--- src/design/annealing_temperature_scheduler_unit_macros.svh ---
// Assertion macros shared by the annealing temperature scheduler RTL.
// Expects clk and rst_n in the scope of every use; depends on nothing else.
`ifndef ANNEALING_TEMPERATURE_SCHEDULER_UNIT_MACROS_SVH
`define ANNEALING_TEMPERATURE_SCHEDULER_UNIT_MACROS_SVH
`ifndef SYNTHESIS
`define ATS_ASSERT_SAME(lbl, ante, cons, msg) \
  lbl: assert property (@(posedge clk) disable iff (!rst_n) (ante) |-> (cons)) else $error(msg);
`define ATS_ASSERT_NEXT(lbl, ante, cons, msg) \
  lbl: assert property (@(posedge clk) disable iff (!rst_n) (ante) |=> (cons)) else $error(msg);
`else
`define ATS_ASSERT_SAME(lbl, ante, cons, msg)
`define ATS_ASSERT_NEXT(lbl, ante, cons, msg)
`endif
`endif

--- src/design/ats_pkg.sv ---
// Types and constants of the annealing temperature scheduler.
// Used by every module of the block; depends on nothing.
`timescale 1ns / 1ps
`default_nettype none
package ats_pkg;

  typedef enum logic [1:0] {
    SCHED_HEAT = 2'd0,
    SCHED_COOL = 2'd1,
    SCHED_WARM = 2'd2,
    SCHED_SAMC = 2'd3
  } sched_t;

  localparam logic MODE_BEGIN  = 1'b0;
  localparam logic MODE_REPORT = 1'b1;

  localparam int CFG_INDEX_WIDTH = 3;
  localparam logic [CFG_INDEX_WIDTH-1:0] CFG_SCHEDULE          = 3'd0;
  localparam logic [CFG_INDEX_WIDTH-1:0] CFG_START_TEMPERATURE = 3'd1;
  localparam logic [CFG_INDEX_WIDTH-1:0] CFG_TARGET_RATE       = 3'd2;
  localparam logic [CFG_INDEX_WIDTH-1:0] CFG_DECAY_RATE        = 3'd3;
  localparam logic [CFG_INDEX_WIDTH-1:0] CFG_ENERGY_FLAT_LIMIT = 3'd4;
  localparam logic [CFG_INDEX_WIDTH-1:0] CFG_RATE_FLOOR        = 3'd5;
  localparam logic [CFG_INDEX_WIDTH-1:0] CFG_FLOOR_TEMPERATURE = 3'd6;

  localparam logic [31:0] START_TEMP_RESET = 32'd1310720;

  localparam logic [16:0] HEAT_UP_Q16   = 17'd72090;
  localparam logic [16:0] HEAT_DOWN_Q16 = 17'd58982;
  localparam logic [16:0] COOL_LIMIT    = 17'd3277;
  localparam logic [3:0]  COOL_STOP     = 4'd5;
  localparam logic [3:0]  SAMC_STOP     = 4'd10;
  localparam logic [3:0]  STALL_MAX     = 4'd15;

  typedef struct packed {
    logic               mode;
    logic [16:0]        success_rate;
    logic signed [31:0] energy;
  } in_item_t;

  typedef struct packed {
    logic [31:0] temperature;
    logic        keep_going;
  } out_item_t;

  typedef struct packed {
    sched_t      schedule;
    logic [31:0] start_temperature;
    logic [16:0] target_rate;
    logic [16:0] decay_rate;
    logic [31:0] energy_flat_limit;
    logic [16:0] rate_floor;
    logic [31:0] floor_temperature;
  } cfg_t;

endpackage
`default_nettype wire

--- src/design/annealing_temperature_scheduler_unit.sv ---
// Top level of the annealing temperature scheduler: handshakes and pipeline registers.
// Depends on ats_pkg, ats_cfg_regs and ats_update.
//
// Each input transaction yields exactly one result transaction. A transaction is
// captured in an input register and then goes through the temperature update (one
// TEMP_WIDTH by 17 bit multiply, saturation and the stall compares) into the result
// register; one transaction is taken every cycle while the result is not stalled.
// The schedule state is written in the same cycle the result register loads, which
// lets the next report use it at once. A stalled result holds the update stage, and
// input stall follows. Configuration writes are always ready; write them only
// while no transaction is in flight.
`timescale 1ns / 1ps
`default_nettype none
module annealing_temperature_scheduler_unit
  import ats_pkg::*;
#(
  parameter int TEMP_WIDTH = 32
) (
  input  wire logic                       clk,
  input  wire logic                       rst_n,
  input  wire logic                       in_valid,
  output logic                            in_stall,
  input  wire in_item_t                   in_item,
  output logic                            out_valid,
  input  wire logic                       out_stall,
  output out_item_t                       out_item,
  input  wire logic                       cfg_valid,
  output logic                            cfg_ready,
  input  wire logic [CFG_INDEX_WIDTH-1:0] cfg_index,
  input  wire logic [31:0]                cfg_data
);

  cfg_t      cfg;
  logic      s1_valid_r, s1_valid_nxt;
  in_item_t  s1_item_r;
  logic      out_valid_r, out_valid_nxt;
  out_item_t out_item_r;
  out_item_t result;
  logic      out_free;
  logic      fire;
  logic      accept;

  assign cfg_ready = 1'b1;

  ats_cfg_regs u_cfg (
    .clk      (clk),
    .rst_n    (rst_n),
    .wr_en    (cfg_valid && cfg_ready),
    .wr_index (cfg_index),
    .wr_data  (cfg_data),
    .cfg      (cfg)
  );

  ats_update #(
    .TEMP_WIDTH (TEMP_WIDTH)
  ) u_update (
    .clk    (clk),
    .rst_n  (rst_n),
    .fire   (fire),
    .item   (s1_item_r),
    .cfg    (cfg),
    .result (result)
  );

  assign out_free = !out_valid_r || !out_stall;
  assign fire     = s1_valid_r && out_free;
  assign in_stall = s1_valid_r && !out_free;
  assign accept   = in_valid && !in_stall;

  always_comb begin
    s1_valid_nxt = s1_valid_r;
    if (accept) begin
      s1_valid_nxt = 1'b1;
    end else if (fire) begin
      s1_valid_nxt = 1'b0;
    end
    out_valid_nxt = out_valid_r;
    if (fire) begin
      out_valid_nxt = 1'b1;
    end else if (out_free) begin
      out_valid_nxt = 1'b0;
    end
  end

  always_ff @(posedge clk) begin
    if (!rst_n) begin
      s1_valid_r  <= 1'b0;
      out_valid_r <= 1'b0;
    end else begin
      s1_valid_r  <= s1_valid_nxt;
      out_valid_r <= out_valid_nxt;
    end
  end

  always_ff @(posedge clk) begin
    if (accept) begin
      s1_item_r <= in_item;
    end
    if (fire) begin
      out_item_r <= result;
    end
  end

  assign out_valid = out_valid_r;
  assign out_item  = out_item_r;

endmodule
`default_nettype wire

--- src/design/ats_cfg_regs.sv ---
// Configuration register file of the annealing temperature scheduler.
// Depends on ats_pkg for the register indexes and the cfg_t bundle.
`timescale 1ns / 1ps
`default_nettype none
module ats_cfg_regs
  import ats_pkg::*;
(
  input  wire logic                       clk,
  input  wire logic                       rst_n,
  input  wire logic                       wr_en,
  input  wire logic [CFG_INDEX_WIDTH-1:0] wr_index,
  input  wire logic [31:0]                wr_data,
  output cfg_t                            cfg
);

  cfg_t cfg_r;

  always_ff @(posedge clk) begin
    if (!rst_n) begin
      cfg_r.schedule          <= SCHED_COOL;
      cfg_r.start_temperature <= START_TEMP_RESET;
      cfg_r.target_rate       <= 17'd32768;
      cfg_r.decay_rate        <= 17'd65503;
      cfg_r.energy_flat_limit <= 32'd32768;
      cfg_r.rate_floor        <= 17'd655;
      cfg_r.floor_temperature <= 32'd1310720;
    end else if (wr_en) begin
      case (wr_index)
        CFG_SCHEDULE:          cfg_r.schedule          <= sched_t'(wr_data[1:0]);
        CFG_START_TEMPERATURE: cfg_r.start_temperature <= wr_data;
        CFG_TARGET_RATE:       cfg_r.target_rate       <= wr_data[16:0];
        CFG_DECAY_RATE:        cfg_r.decay_rate        <= wr_data[16:0];
        CFG_ENERGY_FLAT_LIMIT: cfg_r.energy_flat_limit <= wr_data;
        CFG_RATE_FLOOR:        cfg_r.rate_floor        <= wr_data[16:0];
        CFG_FLOOR_TEMPERATURE: cfg_r.floor_temperature <= wr_data;
        default: begin
        end
      endcase
    end
  end

  assign cfg = cfg_r;

endmodule
`default_nettype wire

--- src/design/ats_update.sv ---
// Schedule state and combinational temperature update of the scheduler.
// Depends on ats_pkg and on the assertion macros header.
`timescale 1ns / 1ps
`default_nettype none
`include "annealing_temperature_scheduler_unit_macros.svh"
module ats_update
  import ats_pkg::*;
#(
  parameter int TEMP_WIDTH = 32
) (
  input  wire logic     clk,
  input  wire logic     rst_n,
  input  wire logic     fire,
  input  wire in_item_t item,
  input  wire cfg_t     cfg,
  output out_item_t     result
);

  localparam int PW = TEMP_WIDTH + 17;
  localparam int CW = (TEMP_WIDTH > 32) ? TEMP_WIDTH : 32;
  localparam logic [TEMP_WIDTH-1:0] TEMP_MAX = {TEMP_WIDTH{1'b1}};
  localparam logic [CW-1:0] TEMP_MAX_EXT = CW'(TEMP_MAX);
  localparam logic [CW-1:0] START_EXT = CW'(START_TEMP_RESET);
  localparam logic [TEMP_WIDTH-1:0] TEMP_RESET =
    (START_EXT > TEMP_MAX_EXT) ? TEMP_MAX : TEMP_WIDTH'(START_EXT);

  logic [TEMP_WIDTH-1:0] temp_r, temp_nxt;
  logic signed [31:0]    last_energy_r, last_energy_nxt;
  logic [3:0]            energy_stalls_r, energy_stalls_nxt;
  logic [3:0]            rate_stalls_r, rate_stalls_nxt;

  logic [16:0]           mul;
  logic                  do_scale;
  logic [PW-1:0]         product;
  logic [TEMP_WIDTH:0]   scaled;
  logic [TEMP_WIDTH-1:0] scaled_sat;
  logic [CW-1:0]         start_ext;
  logic [TEMP_WIDTH-1:0] start_sat;
  logic signed [32:0]    energy_diff;
  logic [32:0]           energy_delta;
  logic [32:0]           energy_limit;
  logic [16:0]           rate_limit;
  logic                  is_samc;
  logic                  keep;

  function automatic logic [3:0] bump(input logic [3:0] c);
    return (c < STALL_MAX) ? c + 4'd1 : STALL_MAX;
  endfunction

  assign product    = PW'(temp_r) * PW'(mul);
  assign scaled     = product[PW-1:16];
  assign scaled_sat = scaled[TEMP_WIDTH] ? TEMP_MAX : scaled[TEMP_WIDTH-1:0];

  assign start_ext = CW'(cfg.start_temperature);
  assign start_sat = (start_ext > TEMP_MAX_EXT) ? TEMP_MAX : TEMP_WIDTH'(start_ext);

  assign energy_diff  = {last_energy_r[31], last_energy_r} - {item.energy[31], item.energy};
  assign energy_delta = energy_diff[32] ? 33'(-energy_diff) : 33'(energy_diff);
  assign is_samc      = (cfg.schedule == SCHED_SAMC);
  assign energy_limit = is_samc ? {1'b0, cfg.energy_flat_limit} : 33'(COOL_LIMIT);
  assign rate_limit   = is_samc ? cfg.rate_floor : COOL_LIMIT;

  always_comb begin
    mul               = cfg.decay_rate;
    do_scale          = 1'b0;
    temp_nxt          = temp_r;
    last_energy_nxt   = last_energy_r;
    energy_stalls_nxt = energy_stalls_r;
    rate_stalls_nxt   = rate_stalls_r;
    keep              = 1'b1;
    if (item.mode == MODE_BEGIN) begin
      temp_nxt          = start_sat;
      last_energy_nxt   = '0;
      energy_stalls_nxt = '0;
      rate_stalls_nxt   = '0;
    end else begin
      case (cfg.schedule)
        SCHED_HEAT: begin
          if (item.success_rate < cfg.target_rate) begin
            mul      = HEAT_UP_Q16;
            do_scale = 1'b1;
          end else if (item.success_rate > cfg.target_rate) begin
            mul      = HEAT_DOWN_Q16;
            do_scale = 1'b1;
          end
        end
        SCHED_COOL, SCHED_SAMC: begin
          do_scale = 1'b1;
          if (energy_delta <= energy_limit) begin
            energy_stalls_nxt = bump(energy_stalls_r);
          end else if (!is_samc) begin
            energy_stalls_nxt = '0;
          end
          last_energy_nxt = item.energy;
          if (item.success_rate <= rate_limit) begin
            rate_stalls_nxt = bump(rate_stalls_r);
          end else if (!is_samc) begin
            rate_stalls_nxt = '0;
          end
        end
        default: begin
        end
      endcase
      if (do_scale) begin
        temp_nxt = scaled_sat;
      end
      case (cfg.schedule)
        SCHED_COOL: begin
          keep = (rate_stalls_nxt < COOL_STOP) && (energy_stalls_nxt < COOL_STOP);
        end
        SCHED_SAMC: begin
          keep = (rate_stalls_nxt < SAMC_STOP) && (energy_stalls_nxt < SAMC_STOP) &&
                 (CW'(temp_nxt) >= CW'(cfg.floor_temperature));
        end
        default: begin
          keep = 1'b1;
        end
      endcase
    end
  end

  always_ff @(posedge clk) begin
    if (!rst_n) begin
      temp_r          <= TEMP_RESET;
      last_energy_r   <= '0;
      energy_stalls_r <= '0;
      rate_stalls_r   <= '0;
    end else if (fire) begin
      temp_r          <= temp_nxt;
      last_energy_r   <= last_energy_nxt;
      energy_stalls_r <= energy_stalls_nxt;
      rate_stalls_r   <= rate_stalls_nxt;
    end
  end

  assign result.temperature = 32'(temp_nxt);
  assign result.keep_going  = keep;

  `ATS_ASSERT_NEXT(a_begin_clears, fire && (item.mode == MODE_BEGIN),
    (energy_stalls_r == 4'd0) && (rate_stalls_r == 4'd0) && (last_energy_r == 32'sd0),
    "Begin transaction did not clear the run state.")
  `ATS_ASSERT_NEXT(a_warm_holds,
    fire && (item.mode == MODE_REPORT) && (cfg.schedule == SCHED_WARM),
    $stable(temp_r) && $stable(energy_stalls_r) && $stable(rate_stalls_r),
    "Warm report changed the schedule state.")
  `ATS_ASSERT_NEXT(a_heat_keeps_counters,
    fire && (item.mode == MODE_REPORT) && (cfg.schedule == SCHED_HEAT),
    $stable(last_energy_r) && $stable(energy_stalls_r) && $stable(rate_stalls_r),
    "Heat report changed the stall counters or the energy.")
  `ATS_ASSERT_SAME(a_stop_only_when_cooling, fire && !result.keep_going,
    (item.mode == MODE_REPORT) &&
    ((cfg.schedule == SCHED_COOL) || (cfg.schedule == SCHED_SAMC)),
    "Stop flag raised outside a cooling report.")

endmodule
`default_nettype wire

--- config.mk ---
export PLATFORM = sky130hd
export DESIGN_NAME = annealing_temperature_scheduler_unit
export DESIGN_NICKNAME = d
export VERILOG_FILES = /design/src/design/ats_pkg.sv /design/src/design/annealing_temperature_scheduler_unit.sv /design/src/design/ats_cfg_regs.sv /design/src/design/ats_update.sv
export VERILOG_INCLUDE_DIRS = /design/src /design/src/design
export SDC_FILE = /design/constraint.sdc
export NUM_CORES = 2
export LEC_CHECK = 0
export BUFFER_PORTS_ARGS = -buffer_cell sky130_fd_sc_hd__buf_2
export CAP_MARGIN = 20
export CORE_UTILIZATION = 50
export DETAILED_ROUTE_END_ITERATION = 8
export PLACE_DENSITY = 0.79
export SLEW_MARGIN = 0
export SYNTH_ARGS = -nofsm -noshare
export SYNTH_HDL_FRONTEND = slang
export SYNTH_HIERARCHICAL = 1
export SYNTH_SLANG_ARGS = --single-unit
--- constraint.sdc ---
create_clock -name clk -period 10.35 [get_ports clk]
set_input_delay 1.035 -clock clk [delete_from_list [all_inputs] [get_ports clk]]
set_output_delay 1.035 -clock clk [all_outputs]
set_load 0.02 [all_outputs]
=== Yosys cells after proc, flatten, opt, wreduce, memory -nomap -nowiden ===
Cells that the tools add are included.

* Logic and storage cells: 103
* Register bits: 306
* Input port bits: 90

* Equality and inequality tests: 9
* Add/subtract/negate cells: 4
* Multipliers: 1
* Reductions and logical operators: 24
* Muxes and demuxes: 35
* Order comparisons: 12

{| class="wikitable"
|+ Operator list
! cell !! number
|-
| $mux W32 || 8
|-
| $mux W17 || 5
|-
| $mul A32 B17 Y49 || 1
|-
| $mux W4 || 12
|-
| $le A33 B33 Y1 || 1
|-
| $mux W33 || 1
|-
| $neg A33 Y33 || 1
|-
| $sub A32 B32 Y33 || 1
|-
| $ge A32 B32 Y1 || 1
|-
| $gt A32 B32 Y1 const B || 1
|-
| $gt A17 B17 Y1 || 1
|-
| $le A17 B17 Y1 || 1
|-
| $lt A17 B17 Y1 || 1
|-
| $lt A4 B4 Y1 const B || 4
|-
| $reduce_and A2 Y1 || 8
|-
| $eq A3 B3 Y1 const B || 3
|-
| $add A4 B1 Y4 const B || 2
|-
| $lt A4 B3 Y1 const B || 2
|-
| $mux W1 || 7
|-
| $eq A3 B2 Y1 const B || 2
|-
| $logic_and A1 B1 Y1 || 6
|-
| $logic_not A1 Y1 || 4
|-
| $pmux W1 S2 || 2
|-
| $reduce_bool A2 Y1 || 2
|-
| 8 further kinds || 8
|}

=== Logic depth before layout (Yosys ltp) ===
* Depth after elaboration: 12
* Gate-level depth with buffers: 52

=== Cells and area by module ===
Netlist, hierarchy kept.

{| class="wikitable"
|+ By module, submodules not included
! module !! area an instance (sq um) !! times used !! cells each
|-
| ats_update || 26130.1 || 1 || 3247
|-
| ats_cfg_regs || 5688.0 || 1 || 545
|-
| annealing_temperature_scheduler_unit || 2587.5 || 1 || 93
|}

=== Worst setup path after synthesis ===
OpenSTA, ideal clock, no wires.

* Path kind: register to register
* From: register s1_item_r[33] in the netlist's numbering
* To: register out_item_r, in the netlist out_item[0], data pin
* Stages on the path, launching flop included: 51
* Data required time: 10.099 ns
* Setup slack: -0.271 ns
* Library setup time: 0.251 ns
* Period minus slack after synthesis: 10.621 ns
* Arrival time: 10.370 ns
* Cells stage by stage: edfxtp_1 ha_1 nor2b_1 o21a_1 o21a_1 o21a_1 o21ai_1 a21oi_1 nor3_1 nand2_1 clkbuf_1 nand2_1 clkbuf_1 nand2_1 fa_1 inv_1 fa_1 inv_1 [15 not listed] nor3_2 clkbuf_1 buf_2 o22ai_1 ha_1 nand2b_1 a21o_1 a21o_1 a21o_1 a21oi_1 o21ai_0 a21oi_1 nor3_1 o21ai_0 a221oi_1 a21oi_1 o211ai_2 buf_4

* Cells in the longest elaborated chain, start to end: 12
* Elaborated cells on any way between the ends: 25
* Classes of those cells: mul (1); order compare (6); mux (15); reduce/logical (3)

{| class="wikitable"
|+ RTL lines
! item !! line !! text
|-
| start: declaration || annealing_temperature_scheduler_unit.sv:35 || <nowiki>in_item_t s1_item_r;</nowiki>
|-
| start signal: assignment || annealing_temperature_scheduler_unit.sv:97 || <nowiki>s1_item_r <= in_item;</nowiki>
|-
| $gt A17 B17 Y1 || ats_update.sv:82 || <nowiki>end else if (item.success_rate > cfg.target_rate) begin</nowiki>
|-
| $mux W17 || ats_update.sv:82 ||
|-
| $mux W17 || ats_update.sv:79 || <nowiki>if (item.success_rate < cfg.target_rate) begin</nowiki>
|-
| $mux W17 || ats_update.sv:77 || <nowiki>case (cfg.schedule)</nowiki>
|-
| $mux W17 || ats_update.sv:71 || <nowiki>if (item.mode == MODE_BEGIN) begin</nowiki>
|-
| $mul A32 B17 Y49 || ats_update.sv:50 || <nowiki>assign product = PW'(temp_r) * PW'(mul);</nowiki>
|-
| $mux W32 || ats_update.sv:52 || <nowiki>assign scaled_sat = scaled[TEMP_WIDTH] ? TEMP_MAX : scaled[TEMP_WIDTH-1:0];</nowiki>
|-
| $mux W32 || ats_update.sv:104 || <nowiki>if (do_scale) begin</nowiki>
|-
| $mux W32 || ats_update.sv:71 ||
|-
| $ge A32 B32 Y1 || ats_update.sv:113 || <nowiki>(CW'(temp_nxt) >= CW'(cfg.floor_temperature));</nowiki>
|-
| $logic_and A1 B1 Y1 || ats_update.sv:112 || <nowiki>keep = (rate_stalls_nxt < SAMC_STOP) && (energy_stalls_nxt < SAMC_STOP) &&</nowiki>
|-
| $pmux W1 S2 * || ats_update.sv:107 || <nowiki>case (cfg.schedule)</nowiki>
|-
| end signal: assignment || annealing_temperature_scheduler_unit.sv:100 || <nowiki>out_item_r <= result;</nowiki>
|-
| end: declaration || annealing_temperature_scheduler_unit.sv:37 || <nowiki>out_item_t out_item_r;</nowiki>
|}

Every way passes the cells marked *; elsewhere a longest branch is shown, timed or not. The select of a mux whose other input is x is not followed.
A chain may end at the register's enable or synchronous reset.

=== Worst setup path in the final report ===
Same ends and word-level chain as after synthesis.

==> results.ini <==
[timing]
slew_violations=0
fmax_mhz=95.2
slew_headroom_pct=27.7
post-route-period-util_pct=101
final-hold-violation-count=0
max_slew.worst_pin.slew_ns=1.08
skew_ns=0.0513
fin_ws_ns=-0.153
finalSetupViolCount=1
period_needed_ns=10.50
rsz0062_at_grt=true
whs_ns=0.457

[die]
dieWidth_um=264
initial_utilization_pct=50.9
top_level_ports=126
num_rows=95
core_area_um2=67600
die_y_um=264
die_area_um2=69900

[grt]
grt_max_degree=97
grt_usage_pct=27.2
grt_pass1_vias=28765
antenna_found_initial=0
grt_pass1_wl_um=151000
gr-total-overflow=0

[job]
cap_violations=0

[place]
io_buffers=124
gp_congestion=0.955
place_hpwl_um=70900

[worst_setup_path]
cp.required_ns=10.68
worstReg2RegStart=s1_item_r[33]
max_stage_delay_ns=0.55
cpMaxStageDelayCell=fa_1
critPathCaptureType=register
path_max_fanout=16
path_class=register to register
start_kind=register
arrival_ns=10.84
cp-startpoint=s1_item_r[33]

[logic_synthesis]
syn_nets=4677
synth_edf_count=83
netlist_area_um2=34400
synth-seq-cells=306
seq_area_frac_synth_pct=20.2
synth.largest_area_cell=fa_1
syn_inst=3885
synth.area.top_cells=fa_1 26%, dfxtp_1 13%, ha_1 9.2%
synth_flop_cell=dfxtp_1
netlist_top_cells_count=671 x nand2_1, 638 x inv_1, 448 x fa_1
synthMostInstantiatedCell=nand2_1
synth_top_area_share_pct=26.1
ys_types=100
yosys_warnings=6
async_flop_share_pct=0
synth.avg_cell_area_um2=8.86

[final_layout]
num_antenna_cells=0
final_nets=4867
area_growth_pct=12.9
postLayoutCoreUtil_pct=57.4
layout-drive-gt1-share_pct=13.7

[outcome]
outcome=finished, violations left
violations=negative setup slack

[min_path]
holdCritPathClass=register to register
min_from=u_cfg/cfg[15]

[route]
drt_iter0_drc=1929
viasPerCell=5.53
wirelength_um=92500
wire_per_inst_um=18.6
dr.pass1.iters=5
vias=27548
ant_nets=0
drc_errors=0

[clock_tree]
cts_inserted_buffers=39
cts_tree=done
cts_max_level=2
clock_latency_ns=0.60
cts_buffer_depth=3
clockRootBuffer=clkbuf_16
clk_pin_slew_ns=0.06
clkSinkCount=306
cts_hold_buf=0

## routing by layer
layer | wire length (um) | GRT usage [%]
met5 | 0 | 0
met4 | 3470 | 9.48
met3 | 8540 | 6.20
met2 | 44100 | 45.8
met1 | 36400 | 34.3
## flip-flops by register name, summed over array words and instances (netlist names)
signal and cells:
s1_item_r 50, u_update/temp_r 32, u_cfg/cfg 149, u_update/energy_stalls_r 4
out_valid 1, out_item 33, s1_valid_r 1, u_update/rate_stalls_r 4
u_update/last_energy_r 32
## cell type report
cell class,instances,area (um2)
fillers,5648,28800
flip-flops and latches,306,6960
clock buffers,53,1160
multi-input cells,2723,24300
clock inverters,19,243
repair buffers,366,2660
inverters,639,2400
well taps,873,1090
## worst paths after layout
check	slack [ns]	cells past startpoint	end
worst max-delay path	-0.15	47	out_item[0]
worst max register to register	-0.15	47	out_item[0]
worst min register to register	0.46	2	u_cfg/cfg[15]
worst min-delay path	0.46	2	u_cfg/cfg[15]
## critical path, delay by kind of cell, from the launching register on
family                     cells  cell delay (ns)
DFF                            1             0.39
buffers and inverters          6             0.77
and+or+nand+nor                9             1.45
AOI/OAI and AO/OA             23             3.70
adders and majority gates      9             3.96
## cells in the final DEF, fill, tap and decap left out, drive strengths merged, types with 70 or more instances in the layout
cell type / instances
dfxtp: 223
ha: 254
a21o: 70
o21ai: 101
edfxtp: 83
nand2: 673
buf: 364
fa: 448
and2: 184
inv: 646
a21oi: 115
mux2i: 156
nor2: 127
## cell families (layout without fill, tap and decap cells)
group / Yosys count / in the layout / share of synthesized area, %
simple gates: 1260 / 1260 / 17.4
xor+xnor: 74 / 74 / 1.91
compound gates: 514 / 514 / 10.2
fa+ha+maj: 702 / 702 / 35.3
other cells: 1 / 1 / 0.0109
buf+inv: 856 / 1077 / 9.95
mux: 172 / 172 / 5.06
flops: 306 / 306 / 20.2
## timing repair
item                                    CTS  global route
setup buffers                            15             9
endpoints found under the hold margin     0             0
endpoints found under the setup margin    1             1
gates resized for setup                  54            27
cloned                                    1             0
pin swaps                                51            61
## metrics by stage
stage          instance area (um2)  setup WS, ns  setup TNS, ns  std cells
2_1_floorplan                34400        0.0252              0       3885
3_3_place_gp                 36900        -0.227         -0.227       4881
3_5_place_dp                 36900        -0.377         -0.377       4882
4_1_cts                      38600       0.00222              0       4969
5_1_grt                      38800        -0.549         -0.549       4979
6_report                     38800        -0.153         -0.153       4979
Power is not shown: default switching activity piles up to over one toggle a cycle in this logic, so the estimate is an artifact.
